==> src/rtl/cwsp_pkg.sv <==
// ----------------------------------------------------------------------------
// cwsp_pkg: shared types for the column width selector packer
// item layouts of the gap input channel and the selector result channel
// ----------------------------------------------------------------------------
package cwsp_pkg;

  localparam int GAP_BITS   = 32;
  localparam int WIDTH_BITS = 6;
  localparam int COUNT_BITS = 24;

  typedef struct packed {
    logic [GAP_BITS-1:0] gap_value;
    logic                last_of_list;
  } gap_item_t;

  typedef struct packed {
    logic [WIDTH_BITS-1:0] sel_width;
    logic                  starts_new_word;
    logic [COUNT_BITS-1:0] words_so_far;
    logic [COUNT_BITS-1:0] selectors_so_far;
    logic                  list_done;
  } sel_item_t;

endpackage

==> src/rtl/column_width_selector_packer_top.sv <==
// ----------------------------------------------------------------------------
// column_width_selector_packer_top: bit width selection for columnar packing
// ors gap values per column, picks the selector width and places columns
// greedily into the lanes of packed words
// ----------------------------------------------------------------------------
// usage:
//   in channel (in_valid / in_ready / in_item) takes one d-gap value per item,
//   with last_of_list set on the final value of a list.
//   out channel (out_valid / out_ready / out_item) gives one selector item for
//   every closed column: after ROWS_PER_COLUMN values, or at the list's end.
// datapath: an item is caught in the input register, and when it moves on
//   the or, priority encode and lane placement write the result register,
//   which then shows the result of the column that the item closes.
// throughput: one item per cycle while out_ready is high; the input register
//   and the result register form a two-stage pipeline, and the input stage
//   moves on whenever the result register is free or is being drained.
// stall: with out_ready low and a result waiting, the input register holds
//   one more item and in_ready then drops until the result is taken.
// reset: rst (synchronous, active high) empties both stages and clears the
//   column or, row count, lane fill and the word and selector counts.
// ----------------------------------------------------------------------------
module column_width_selector_packer_top #(
  parameter int ROWS_PER_COLUMN = 16,
  parameter int LANE_BITS       = 32
) (
  input  logic                clk,
  input  logic                rst,
  input  logic                in_valid,
  output logic                in_ready,
  input  cwsp_pkg::gap_item_t in_item,
  output logic                out_valid,
  input  logic                out_ready,
  output cwsp_pkg::sel_item_t out_item
);
  import cwsp_pkg::*;

  // row counter counts 0 .. ROWS_PER_COLUMN-1
  localparam int ROW_W  = $clog2(ROWS_PER_COLUMN);
  // lane fill holds 0 .. LANE_BITS
  localparam int LANE_W = $clog2(LANE_BITS + 1);
  // sum of lane fill and a column width, up to LANE_BITS + 32
  localparam int SUM_W  = $clog2(LANE_BITS + GAP_BITS + 1);

  localparam logic [ROW_W-1:0]      LAST_ROW  = ROW_W'(ROWS_PER_COLUMN - 1);
  localparam logic [SUM_W-1:0]      LANE_SUM  = SUM_W'(LANE_BITS);
  localparam logic [LANE_W-1:0]     LANE_FULL = LANE_W'(LANE_BITS);
  localparam logic [COUNT_BITS-1:0] COUNT_MAX = '1;

  // priority encode of the column or; zero counts as width 1
  function automatic logic [WIDTH_BITS-1:0] width_of(input logic [GAP_BITS-1:0] v);
    logic [GAP_BITS-1:0]   x;
    logic [WIDTH_BITS-1:0] r;
    x = v;
    r = WIDTH_BITS'(GAP_BITS);
    if (x == '0) begin
      r = WIDTH_BITS'(1);
    end else begin
      if ((x & 32'hffff0000) == '0) begin x = x << 16; r = r - WIDTH_BITS'(16); end
      if ((x & 32'hff000000) == '0) begin x = x << 8;  r = r - WIDTH_BITS'(8);  end
      if ((x & 32'hf0000000) == '0) begin x = x << 4;  r = r - WIDTH_BITS'(4);  end
      if ((x & 32'hc0000000) == '0) begin x = x << 2;  r = r - WIDTH_BITS'(2);  end
      if ((x & 32'h80000000) == '0) begin r = r - WIDTH_BITS'(1); end
    end
    return r;
  endfunction

  function automatic logic [COUNT_BITS-1:0] sat_inc(input logic [COUNT_BITS-1:0] c);
    return (c == COUNT_MAX) ? c : c + COUNT_BITS'(1);
  endfunction

  // input stage
  logic      s1_valid;
  gap_item_t s1_item;
  logic      s1_fire;

  // column state
  logic [GAP_BITS-1:0]   group_or;
  logic [ROW_W-1:0]      rows_in_group;
  logic [LANE_W-1:0]     lane_bits_used;
  logic [COUNT_BITS-1:0] word_total;
  logic [COUNT_BITS-1:0] selector_total;

  // result stage
  logic      res_valid;
  sel_item_t res_item;

  // combinational column close
  logic [GAP_BITS-1:0]   or_next;
  logic                  closes;
  logic [WIDTH_BITS-1:0] col_w;
  logic [SUM_W-1:0]      lane_sum;
  logic                  fresh;
  logic [LANE_W-1:0]     lane_next;
  logic [COUNT_BITS-1:0] words_next;
  logic [COUNT_BITS-1:0] sels_next;

  // input stage moves when the result slot is free or draining
  assign s1_fire  = s1_valid && (!res_valid || out_ready);
  assign in_ready = !s1_valid || s1_fire;

  always_comb begin
    or_next    = group_or | s1_item.gap_value;
    closes     = s1_item.last_of_list || (rows_in_group == LAST_ROW);
    col_w      = width_of(or_next);
    lane_sum   = SUM_W'(lane_bits_used) + SUM_W'(col_w);
    // no word open yet, or column does not fit the lane bits still free
    fresh      = (lane_bits_used == '0) || (lane_sum > LANE_SUM);
    words_next = fresh ? sat_inc(word_total) : word_total;
    sels_next  = sat_inc(selector_total);
    if (fresh) begin
      // a column wider than the lane fills its word
      lane_next = (SUM_W'(col_w) > LANE_SUM) ? LANE_FULL : LANE_W'(col_w);
    end else begin
      lane_next = LANE_W'(lane_sum);
    end
  end

  always_ff @(posedge clk) begin
    if (rst) begin
      s1_valid <= 1'b0;
    end else if (in_ready) begin
      s1_valid <= in_valid;
    end
  end

  always_ff @(posedge clk) begin
    if (in_valid && in_ready) begin
      s1_item <= in_item;
    end
  end

  always_ff @(posedge clk) begin
    if (rst) begin
      group_or       <= '0;
      rows_in_group  <= '0;
      lane_bits_used <= '0;
      word_total     <= '0;
      selector_total <= '0;
    end else if (s1_fire) begin
      if (!closes) begin
        group_or      <= or_next;
        rows_in_group <= rows_in_group + ROW_W'(1);
      end else begin
        group_or      <= '0;
        rows_in_group <= '0;
        if (s1_item.last_of_list) begin
          // end of list: next value opens a new list
          lane_bits_used <= '0;
          word_total     <= '0;
          selector_total <= '0;
        end else begin
          lane_bits_used <= lane_next;
          word_total     <= words_next;
          selector_total <= sels_next;
        end
      end
    end
  end

  always_ff @(posedge clk) begin
    if (rst) begin
      res_valid <= 1'b0;
    end else if (s1_fire && closes) begin
      res_valid <= 1'b1;
    end else if (out_ready) begin
      res_valid <= 1'b0;
    end
  end

  always_ff @(posedge clk) begin
    if (s1_fire && closes) begin
      res_item.sel_width        <= col_w;
      res_item.starts_new_word  <= fresh;
      res_item.words_so_far     <= words_next;
      res_item.selectors_so_far <= sels_next;
      res_item.list_done        <= s1_item.last_of_list;
    end
  end

  assign out_valid = res_valid;
  assign out_item  = res_item;

  // lane fill never passes the lane size
  a_lane_bound: assert property (@(posedge clk) disable iff (rst)
    lane_bits_used <= LANE_FULL)
    else $error("lane fill beyond lane size");

  // end of list leaves the counts cleared
  a_list_reset: assert property (@(posedge clk) disable iff (rst)
    s1_fire && s1_item.last_of_list |=>
      lane_bits_used == '0 && word_total == '0 && selector_total == '0 &&
      rows_in_group == '0)
    else $error("state not cleared after end of list");

  // selector width lies in 1..32
  a_width_range: assert property (@(posedge clk) disable iff (rst)
    out_valid |-> out_item.sel_width != '0 &&
      out_item.sel_width <= WIDTH_BITS'(GAP_BITS))
    else $error("selector width out of range");

  // a result never counts more words than selectors
  a_counts_order: assert property (@(posedge clk) disable iff (rst)
    out_valid |-> out_item.words_so_far <= out_item.selectors_so_far &&
      out_item.words_so_far != '0)
    else $error("word count inconsistent with selector count");

  // lane fill is nonzero exactly when the word count is nonzero
  a_word_open: assert property (@(posedge clk) disable iff (rst)
    (lane_bits_used != '0) == (word_total != '0))
    else $error("lane fill and word count disagree");

endmodule
==> config.mk <==
export PLATFORM = sky130hd
export DESIGN_NAME = column_width_selector_packer_top
export DESIGN_NICKNAME = d
export VERILOG_FILES = /design/src/rtl/cwsp_pkg.sv /design/src/rtl/column_width_selector_packer_top.sv
export SDC_FILE = /design/constraint.sdc
export NUM_CORES = 1
export LEC_CHECK = 0
export BUFFER_PORTS_ARGS = -buffer_cell sky130_fd_sc_hd__buf_4
export CORE_ASPECT_RATIO = 2
export CORE_MARGIN = 3
export CORE_UTILIZATION = 40
export DETAILED_ROUTE_END_ITERATION = 8
export GPL_ROUTABILITY_DRIVEN = 0
export MAX_ROUTING_LAYER = met4
export PLACE_DENSITY = 0.59
export SLEW_MARGIN = 20
export SYNTH_ARGS = -nofsm -noshare
export SYNTH_HDL_FRONTEND = slang
export SYNTH_SLANG_ARGS = --single-unit
==> constraint.sdc <==
create_clock -name clk -period 13.2 [get_ports clk]
set_clock_uncertainty 0.1 [all_clocks]
set_input_delay 2.64 -clock clk [delete_from_list [all_inputs] [get_ports clk]]
set_output_delay 2.64 -clock clk [all_outputs]
set_load 0.005 [all_outputs]
==> impl_results.rst, run 1 <==
.. list-table::
   :header-rows: 1

   * - Metric
     - Value
   * - Final #Nets
     - roughly 900
   * - Number of synthesized flops with an enable pin
     - 89
   * - Critical path buffers and inverters
     - 0
   * - Type of element capturing the critical path
     - flip-flop
   * - Crit. Startpoint
     - s1_item[13]
   * - Max H-tree Level
     - 4
   * - Worst Setup Path Type
     - flip-flop to flip-flop
   * - WL per Instance
     - roughly 17 um
   * - Via count of the first global-routing pass
     - 6407
   * - Slowest cell delay on critical path
     - ~0.81 ns
   * - Initial antenna violation count
     - 0
   * - Violation count after the first detailed-route iteration
     - 208
   * - HPWL after detailed placement
     - ~14000 um
   * - Routed wire length
     - 19500 um
   * - Switch share
     - 0.250
   * - Area enclosed by the die boundary
     - 22400 um2
   * - Die extent in y
     - 209 um
   * - NetSw
     - roughly 290 uW
   * - Maximum number of pins on one net before global-route repair
     - between 40 and 50
   * - Io pins
     - 95
   * - Setup repair after global routing missed its margin
     - no
   * - Launching element type of the critical path
     - flip-flop
   * - Clock network fraction of total power
     - 0.409
   * - Cell with the largest stage delay on the worst path
     - sky130_fd_sc_hd__nor4b_2
   * - Worst EP required
     - 13.28 ns
   * - Post-synthesis register bit count
     - 181
   * - Number of buffers created by CTS
     - 17
   * - CTS Root Buffer Type
     - sky130_fd_sc_hd__clkbuf_16
   * - Count of instances resized after the clock tree is built
     - 0
   * - Mean Syn Cell Area
     - 10.6 um2
   * - Max-cap violations
     - 0
   * - Setup Viol. Count Final
     - 0
   * - Sequential cell area fraction in the yosys report
     - 0.550
   * - IO Port Bufs
     - 94
   * - Total of hold buffers inserted after clock tree synthesis
     - 0
   * - Final antenna diode count
     - 0
   * - Global routing usage summed across all routing layers
     - 0.188
   * - Cell area after synthesis
     - 8200 um2
   * - Peak ir drop on the vdd network
     - 0.0785 mV
   * - DRC Markers
     - 0
   * - Max Root-Sink Buffers
     - 2
   * - Cell internal pwr
     - 884 uW
   * - Post-Synthesis Cells
     - just under 800
   * - Number of distinct library cells after synthesis
     - 79
   * - Post-synthesis net count
     - roughly 830
   * - Largest fanout on the critical path
     - 9
   * - Kind of path behind the tightest hold check
     - flip-flop to flip-flop
   * - Number of endpoints with negative hold slack in the final report
     - 0
   * - TritonRoute pass-1 iters
     - 4
   * - Number of core rows
     - 73
   * - Most common flop cell mapped by yosys
     - sky130_fd_sc_hd__dfxtp_1
   * - First-pass GRT wire length
     - 32100 um
   * - Count of warnings emitted by yosys
     - 0
   * - Via-to-Cell Ratio
     - 5.51
   * - Clock net sink count
     - 181
   * - Final critical-path required period
     - 5.87 ns
   * - Data arrival at the endpoint of the critical path
     - 5.95 ns
   * - Width of the die
     - around 110 um
   * - Sequence of cells on the critical path
     - nor4_1 > nand4_1 > a21o_2 > o21ai_1 > a311oi_2 > a311oi_4 > mux2_4 > ha_1 > nor2b_1 > o21ai_0 > a21boi_0 > o2111ai_1 > a211oi_2 > nor4b_2 > nand3_1 > xnor2_1
   * - Hold path start
     - group_or[24]
   * - Clock tree from TritonCTS
     - yes
   * - Sequential Power Share
     - 0.523
   * - Total Negative Setup Slacks
     - 0 ns
   * - Total via count after detailed routing
     - 6303
   * - Combinational power share
     - 0.068
   * - Core area
     - 20000 um2
   * - Starting density of the core
     - 0.410
   * - Leakage Power
     - 0.00366 uW
   * - Clock-pin transition on the worst setup and hold timing paths
     - roughly 0.070 ns
   * - Final cycle utilization of the critical path
     - 0.445
   * - Slew Limit Fails
     - 0
   * - Minimum hold slack
     - 0.376 ns
   * - Worst-margin pin slew
     - slightly above 1 ns
   * - Setup Buffers After CTS
     - 0
   * - Result of the run
     - finished, final reports clean
   * - Clock network latency to the later pin of the worst-skew pair
     - 0.43 ns
   * - Worst r2r src
     - s1_item[13]
   * - Cell family with the largest share of critical-path delay
     - simple AND/OR/NAND/NOR gates
   * - Area growth from synthesis to layout
     - 18.8%
   * - Share of cells above drive strength 1
     - 0.193
   * - Max-slew headroom
     - 0.321
   * - Asr flop ratio synth
     - 0
   * - Antenna-violating nets left
     - 0
   * - Total gr overflow
     - 0
   * - Highest Clock Rate
     - 170 MHz
   * - Power per cell area
     - 121 nW/um2
layout by cell type (no fill, tap or decap), drive strengths merged, types with 17 or more instances in the layout:
master / n
nand3: 21
o31ai: 20
nor2: 88
xor2: 22
nor4: 25
o21ai: 53
nand2: 66
a31oi: 17
xnor2: 31
buf: 102
inv: 25
a21oi: 53
dfxtp: 92
clkbuf: 17
edfxtp: 89
sequential cells by signal, summed over array words and instances (netlist names):
register / flops
out_item: 56
s1_item: 33
group_or: 32
selector_total: 24
word_total: 24
lane_bits_used: 6
rows_in_group: 4
out_valid: 1
s1_valid: 1
per-stage QoR:
| stage | setup slack (ns) | cell area (um2) | instances | util | power (uW) |
|---|---|---|---|---|---|
| global route | 6.83 | 9740 | 1144 | 0.487 | 1230 |
| finish | 7.33 | 9740 | 1144 | 0.487 | 1180 |
| detailed placement | 7.31 | 9180 | 1112 | 0.459 | 709 |
| floorplan | 7.65 | 8200 | 776 | - | 676 |
| CTS | 7.28 | 9740 | 1144 | 0.487 | 1190 |
| global placement | 7.37 | 9180 | 1112 | 0.459 | 708 |
synth_stat cells, types with 3 or more instances:
| master | number | share of area |
|---|---|---|
| sky130_fd_sc_hd__a21o_1 | 5 | 0.0046 |
| sky130_fd_sc_hd__a21oi_1 | 52 | 0.032 |
| sky130_fd_sc_hd__a22o_1 | 9 | 0.0096 |
| sky130_fd_sc_hd__a22oi_1 | 9 | 0.0082 |
| sky130_fd_sc_hd__a31oi_1 | 17 | 0.013 |
| sky130_fd_sc_hd__and2_1 | 7 | 0.0053 |
| sky130_fd_sc_hd__and3_1 | 15 | 0.011 |
| sky130_fd_sc_hd__and4_1 | 4 | 0.0043 |
| sky130_fd_sc_hd__clkbuf_1 | 25 | 0.011 |
| sky130_fd_sc_hd__dfxtp_1 | 92 | 0.22 |
| sky130_fd_sc_hd__edfxtp_1 | 89 | 0.33 |
| sky130_fd_sc_hd__ha_1 | 12 | 0.018 |
| sky130_fd_sc_hd__inv_1 | 15 | 0.0069 |
| sky130_fd_sc_hd__nand2_1 | 65 | 0.030 |
| sky130_fd_sc_hd__nand3_1 | 21 | 0.013 |
| sky130_fd_sc_hd__nand3b_1 | 3 | 0.0027 |
| sky130_fd_sc_hd__nand4_1 | 10 | 0.0076 |
| sky130_fd_sc_hd__nor2_1 | 87 | 0.040 |
| sky130_fd_sc_hd__nor2b_1 | 4 | 0.0031 |
| sky130_fd_sc_hd__nor3_1 | 12 | 0.0073 |
| sky130_fd_sc_hd__nor4_1 | 19 | 0.014 |
| sky130_fd_sc_hd__nor4_4 | 4 | 0.010 |
| sky130_fd_sc_hd__o2111ai_1 | 3 | 0.0032 |
| sky130_fd_sc_hd__o211ai_1 | 5 | 0.0046 |
| sky130_fd_sc_hd__o21ai_0 | 48 | 0.029 |
| sky130_fd_sc_hd__o21ai_1 | 3 | 0.0018 |
| sky130_fd_sc_hd__o31ai_1 | 19 | 0.017 |
| sky130_fd_sc_hd__or3_1 | 11 | 0.0084 |
| sky130_fd_sc_hd__or4_4 | 3 | 0.0041 |
| sky130_fd_sc_hd__xnor2_1 | 31 | 0.033 |
| sky130_fd_sc_hd__xor2_1 | 21 | 0.022 |
final timing paths:
| kind | end | slack, ns | depth (start not counted) |
|---|---|---|---|
| min reg2reg | group_or[24] | 0.38 | 2 |
| min | group_or[24] | 0.38 | 2 |
| max reg2reg | out_item[45] | 7.33 | 16 |
| max | out_item[45] | 7.33 | 16 |
layer usage:
layer,up-vias,share of wire,global-route usage
met5,-,0,-
met4,0,0.048,0.104
met3,44,0.032,0.0295
met2,139,0.57,0.345
met1,3025,0.35,0.183
li1,3095,-,-
area by class of cell:
| cell class | count | area, um2 |
|---|---|---|
| fill | 1898 | 10300 |
| sequential | 181 | 4510 |
| multi-input combinational | 551 | 3510 |
| timing repair buffer | 102 | 766 |
| clock buffer | 17 | 425 |
| tap | 262 | 328 |
| clock inverter | 15 | 133 |
| inverter | 16 | 62.6 |
cell families (layout without fill, tap and decap cells):
logic type	after synthesis	count (layout)	synth area share
flip-flops	181	181	0.550
buffers and inverters	44	150	0.0223
adder cells (fa/ha/maj)	13	13	0.0207
AO/OA/AOI/OAI	199	199	0.161
XOR/XNOR	53	53	0.0575
AND/OR/NAND/NOR	284	284	0.185
multiplexers	2	2	0.00320
tightest hold or removal path: stages (launching register included):
cell and delay [ns]:
sky130_fd_sc_hd__dfxtp_1 0.33, sky130_fd_sc_hd__a21oi_1 0.04, sky130_fd_sc_hd__nor2_1 0.07
power groups by stage:
| stage | registers, uW | logic [uW] | clock network (uW) |
|---|---|---|---|
| floorplan | 625 | 50.9 | 0 |
| global placement | 628 | 79.6 | 0 |
| detailed placement | 628 | 80.5 | 0 |
| CTS | 616 | 80.8 | 498 |
| global route | 617 | 89.1 | 520 |
| finish | 616 | 79.8 | 482 |
Power figures use the tool's default switching activity.
==> run 2: changes to the inputs <==
==> constraint.sdc (replaced) <==
create_clock -name clk -period 6.1 [get_ports clk]
set_clock_uncertainty 0.1 [all_clocks]
set_input_delay 1.22 -clock clk [delete_from_list [all_inputs] [get_ports clk]]
set_output_delay 1.22 -clock clk [all_outputs]
set_load 0.005 [all_outputs]
==> impl_results.rst, run 2 (synthesis results as in run 1) <==
.. list-table::
   :header-rows: 1

   * - Metric
     - Value
   * - Clock-pin transition on the worst setup and hold timing paths
     - 0.07 ns
   * - Cell family with the largest share of critical-path delay
     - compound AO/OA/AOI/OAI gates
   * - Worst r2r src
     - s1_item[26]
   * - Final critical-path required period
     - 5.79 ns
   * - Max-slew headroom
     - 0.368
   * - Total non-filler cell area in the finished layout
     - ~10000 um2
   * - Critical path buffers and inverters
     - 0
   * - Final cycle utilization of the critical path
     - 0.949
   * - Flip-flop count of the largest register after layout
     - 56
   * - Launching element type of the critical path
     - flip-flop
   * - Setup Viol. Count Final
     - 0
   * - Kind of path behind the tightest hold check
     - flip-flop to flip-flop
   * - Number of non-filler instances in the completed layout
     - 1152
   * - HPWL after detailed placement
     - 14100 um
   * - Leakage Power
     - approximately 0.0037 uW
   * - Starting density of the core
     - 0.410
   * - Total Negative Setup Slacks
     - 0 ns
   * - Initial antenna violation count
     - 0
   * - Commonest cells after routing, fill and taps aside
     - 110 x sky130_fd_sc_hd__buf_4, 92 x sky130_fd_sc_hd__dfxtp_1, 89 x sky130_fd_sc_hd__edfxtp_1
   * - Global routing usage summed across all routing layers
     - 0.184
   * - Share of cells above drive strength 1
     - 0.199
   * - Io pins
     - 95
   * - Minimum hold slack
     - 0.375 ns
   * - Total via count after detailed routing
     - 6288
   * - TritonRoute pass-1 iters
     - 5
   * - Highest Clock Rate
     - 173 MHz
   * - Max H-tree Level
     - 4
   * - Violation count after the first detailed-route iteration
     - 185
   * - Power per cell area
     - 260 nW/um2
   * - Worst Setup Path Type
     - flip-flop to flip-flop
   * - Core area
     - 20000 um2
   * - Placed Instances
     - about 1100
   * - Cell with the largest stage delay on the worst path
     - sky130_fd_sc_hd__nor4_1
   * - Top flop regs
     - out_item: 56 flops, s1_item: 33 flops, group_or: 32 flops
   * - Area enclosed by the die boundary
     - 22400 um2
   * - Die extent in y
     - 209 um
   * - Final #Nets
     - 927
   * - Number of endpoints with negative hold slack in the final report
     - 0
   * - IO Port Bufs
     - 94
   * - Final antenna diode count
     - 0
   * - Worst EP required
     - between 6 and 7 ns
   * - Number of core rows
     - 73
   * - Via count of the first global-routing pass
     - between 6000 and 7000
   * - Worst-margin pin slew
     - 0.939 ns
   * - Clock network latency to the later pin of the worst-skew pair
     - 0.45 ns
   * - Peak ir drop on the vdd network
     - 0.174 mV
   * - Antenna-violating nets left
     - 0
   * - Max Root-Sink Buffers
     - 2
   * - WL per Instance
     - 17.0 um
   * - Area growth from synthesis to layout
     - 19.7%
   * - Via-to-Cell Ratio
     - 5.46
   * - FF-to-FF path depth
     - 16
   * - Result of the run
     - finished, final reports clean
   * - Slew Limit Fails
     - 0
   * - First-pass GRT wire length
     - ~31000 um
   * - Number of buffers created by CTS
     - 17
   * - Maximum number of pins on one net before global-route repair
     - 62
   * - Total gr overflow
     - 0
   * - Most common cell after layout, fill and taps aside
     - sky130_fd_sc_hd__buf_4
   * - Largest fanout on the critical path
     - 9
   * - Slowest cell delay on critical path
     - 0.82 ns
   * - Data arrival at the endpoint of the critical path
     - 6.02 ns
   * - Fillcell total
     - about 1900
   * - CTS Root Buffer Type
     - sky130_fd_sc_hd__clkbuf_16
   * - Largest register by flop count
     - out_item
   * - Setup Buffers After CTS
     - 0
   * - Worst R2R Setup Slack
     - 0.31 ns
   * - Share of the core filled with cells in the final layout
     - 0.491
   * - Total stage count of the critical path
     - 16
   * - Instance area at placement
     - 9240 um2
   * - Sequence of cells on the critical path
     - nor4_1 > a311oi_1 > a21oi_1 > o221ai_2 > a311oi_4 > mux2_4 > ha_1 > nor2b_1 > o21ai_0 > a21boi_0 > o2111ai_1 > a211oi_4 > or4b_1 > nor2_1 > o21ai_0 > a32o_1
   * - Setup repair after global routing missed its margin
     - no
   * - Type of element capturing the critical path
     - flip-flop
   * - DRC Markers
     - 0
   * - Crit. Startpoint
     - s1_item[26]
   * - Routed wire length
     - 19500 um
   * - Clock net sink count
     - 181
   * - CP endpoint
     - word_total[12]
   * - R2r endpoint
     - word_total[12]
   * - Clock tree from TritonCTS
     - yes
   * - Max-cap violations
     - 0
   * - CP dominant cell by count
     - sky130_fd_sc_hd__o21ai_0
   * - Width of the die
     - 107 um
run 2: through the flow:
step / setup slack (ns) / total power, uW
floorplan: 0.886 / 1460
global placement: 0.490 / 1540
detailed placement: 0.405 / 1540
CTS: 0.380 / 2600
global route: 0.0351 / 2670
finish: 0.310 / 2560
run 2: worst register-to-register path, cell delays in order, from the launching register on:
cell and delay [ns]:
sky130_fd_sc_hd__edfxtp_1 0.53, sky130_fd_sc_hd__nor4_1 0.82, sky130_fd_sc_hd__a311oi_1 0.21, sky130_fd_sc_hd__a21oi_1 0.29, sky130_fd_sc_hd__o221ai_2 0.19, sky130_fd_sc_hd__a311oi_4 0.51, sky130_fd_sc_hd__mux2_4 0.36, sky130_fd_sc_hd__ha_1 0.32
sky130_fd_sc_hd__nor2b_1 0.14, sky130_fd_sc_hd__o21ai_0 0.17, sky130_fd_sc_hd__a21boi_0 0.19, sky130_fd_sc_hd__o2111ai_1 0.34, sky130_fd_sc_hd__a211oi_4 0.16, sky130_fd_sc_hd__or4b_1 0.66, sky130_fd_sc_hd__nor2_1 0.27, sky130_fd_sc_hd__o21ai_0 0.12
sky130_fd_sc_hd__a32o_1 0.30
run 2: power by group:
part	leakage (uW)	switching, uW	internal (uW)
clock network	0.000285	497	550
logic	0.00177	109	69.9
registers	0.00165	26.7	1300
total	0.00371	633	1920
run 2: final cells by class:
type	count	area, um2	share of cell area
Inverter	16	62.6	0.00637
Multi-Input combinational cell	551	3520	0.358
Sequential cell	181	4510	0.460
Tap cell	262	328	0.0334
Timing Repair Buffer	110	826	0.0841
Clock inverter	14	130	0.0133
Clock buffer	18	439	0.0447
run 2: per-layer routing:
layer	part of all wire	GRT usage	vias up	routed length (um)
met5	0	-	-	0
met4	0.039	0.0896	0	764
met3	0.039	0.0413	40	769
met2	0.57	0.338	163	11100
met1	0.35	0.178	2982	6930
li1	-	-	3103	-
run 2: what timing repair did:
item / CTS / global route
endpoints found under the setup margin: 0 / 4
resized for setup: 0 / 1
hold buffers: 0 / 0
run 2: worst min path at each step:
stage | startpoint | endpoint | slack [ns] | depth (start not counted)
6_report | rows_in_group[1] | rows_in_group[1] | 0.37 | 2
5_1_grt | rows_in_group[1] | rows_in_group[1] | 0.41 | 2
4_1_cts | rows_in_group[1] | rows_in_group[1] | 0.38 | 2
3_5_place_dp | group_or[8] | group_or[8] | 0.37 | 2
3_3_place_gp | group_or[0] | group_or[0] | 0.35 | 2
2_1_floorplan | group_or[0] | group_or[0] | 0.34 | 2
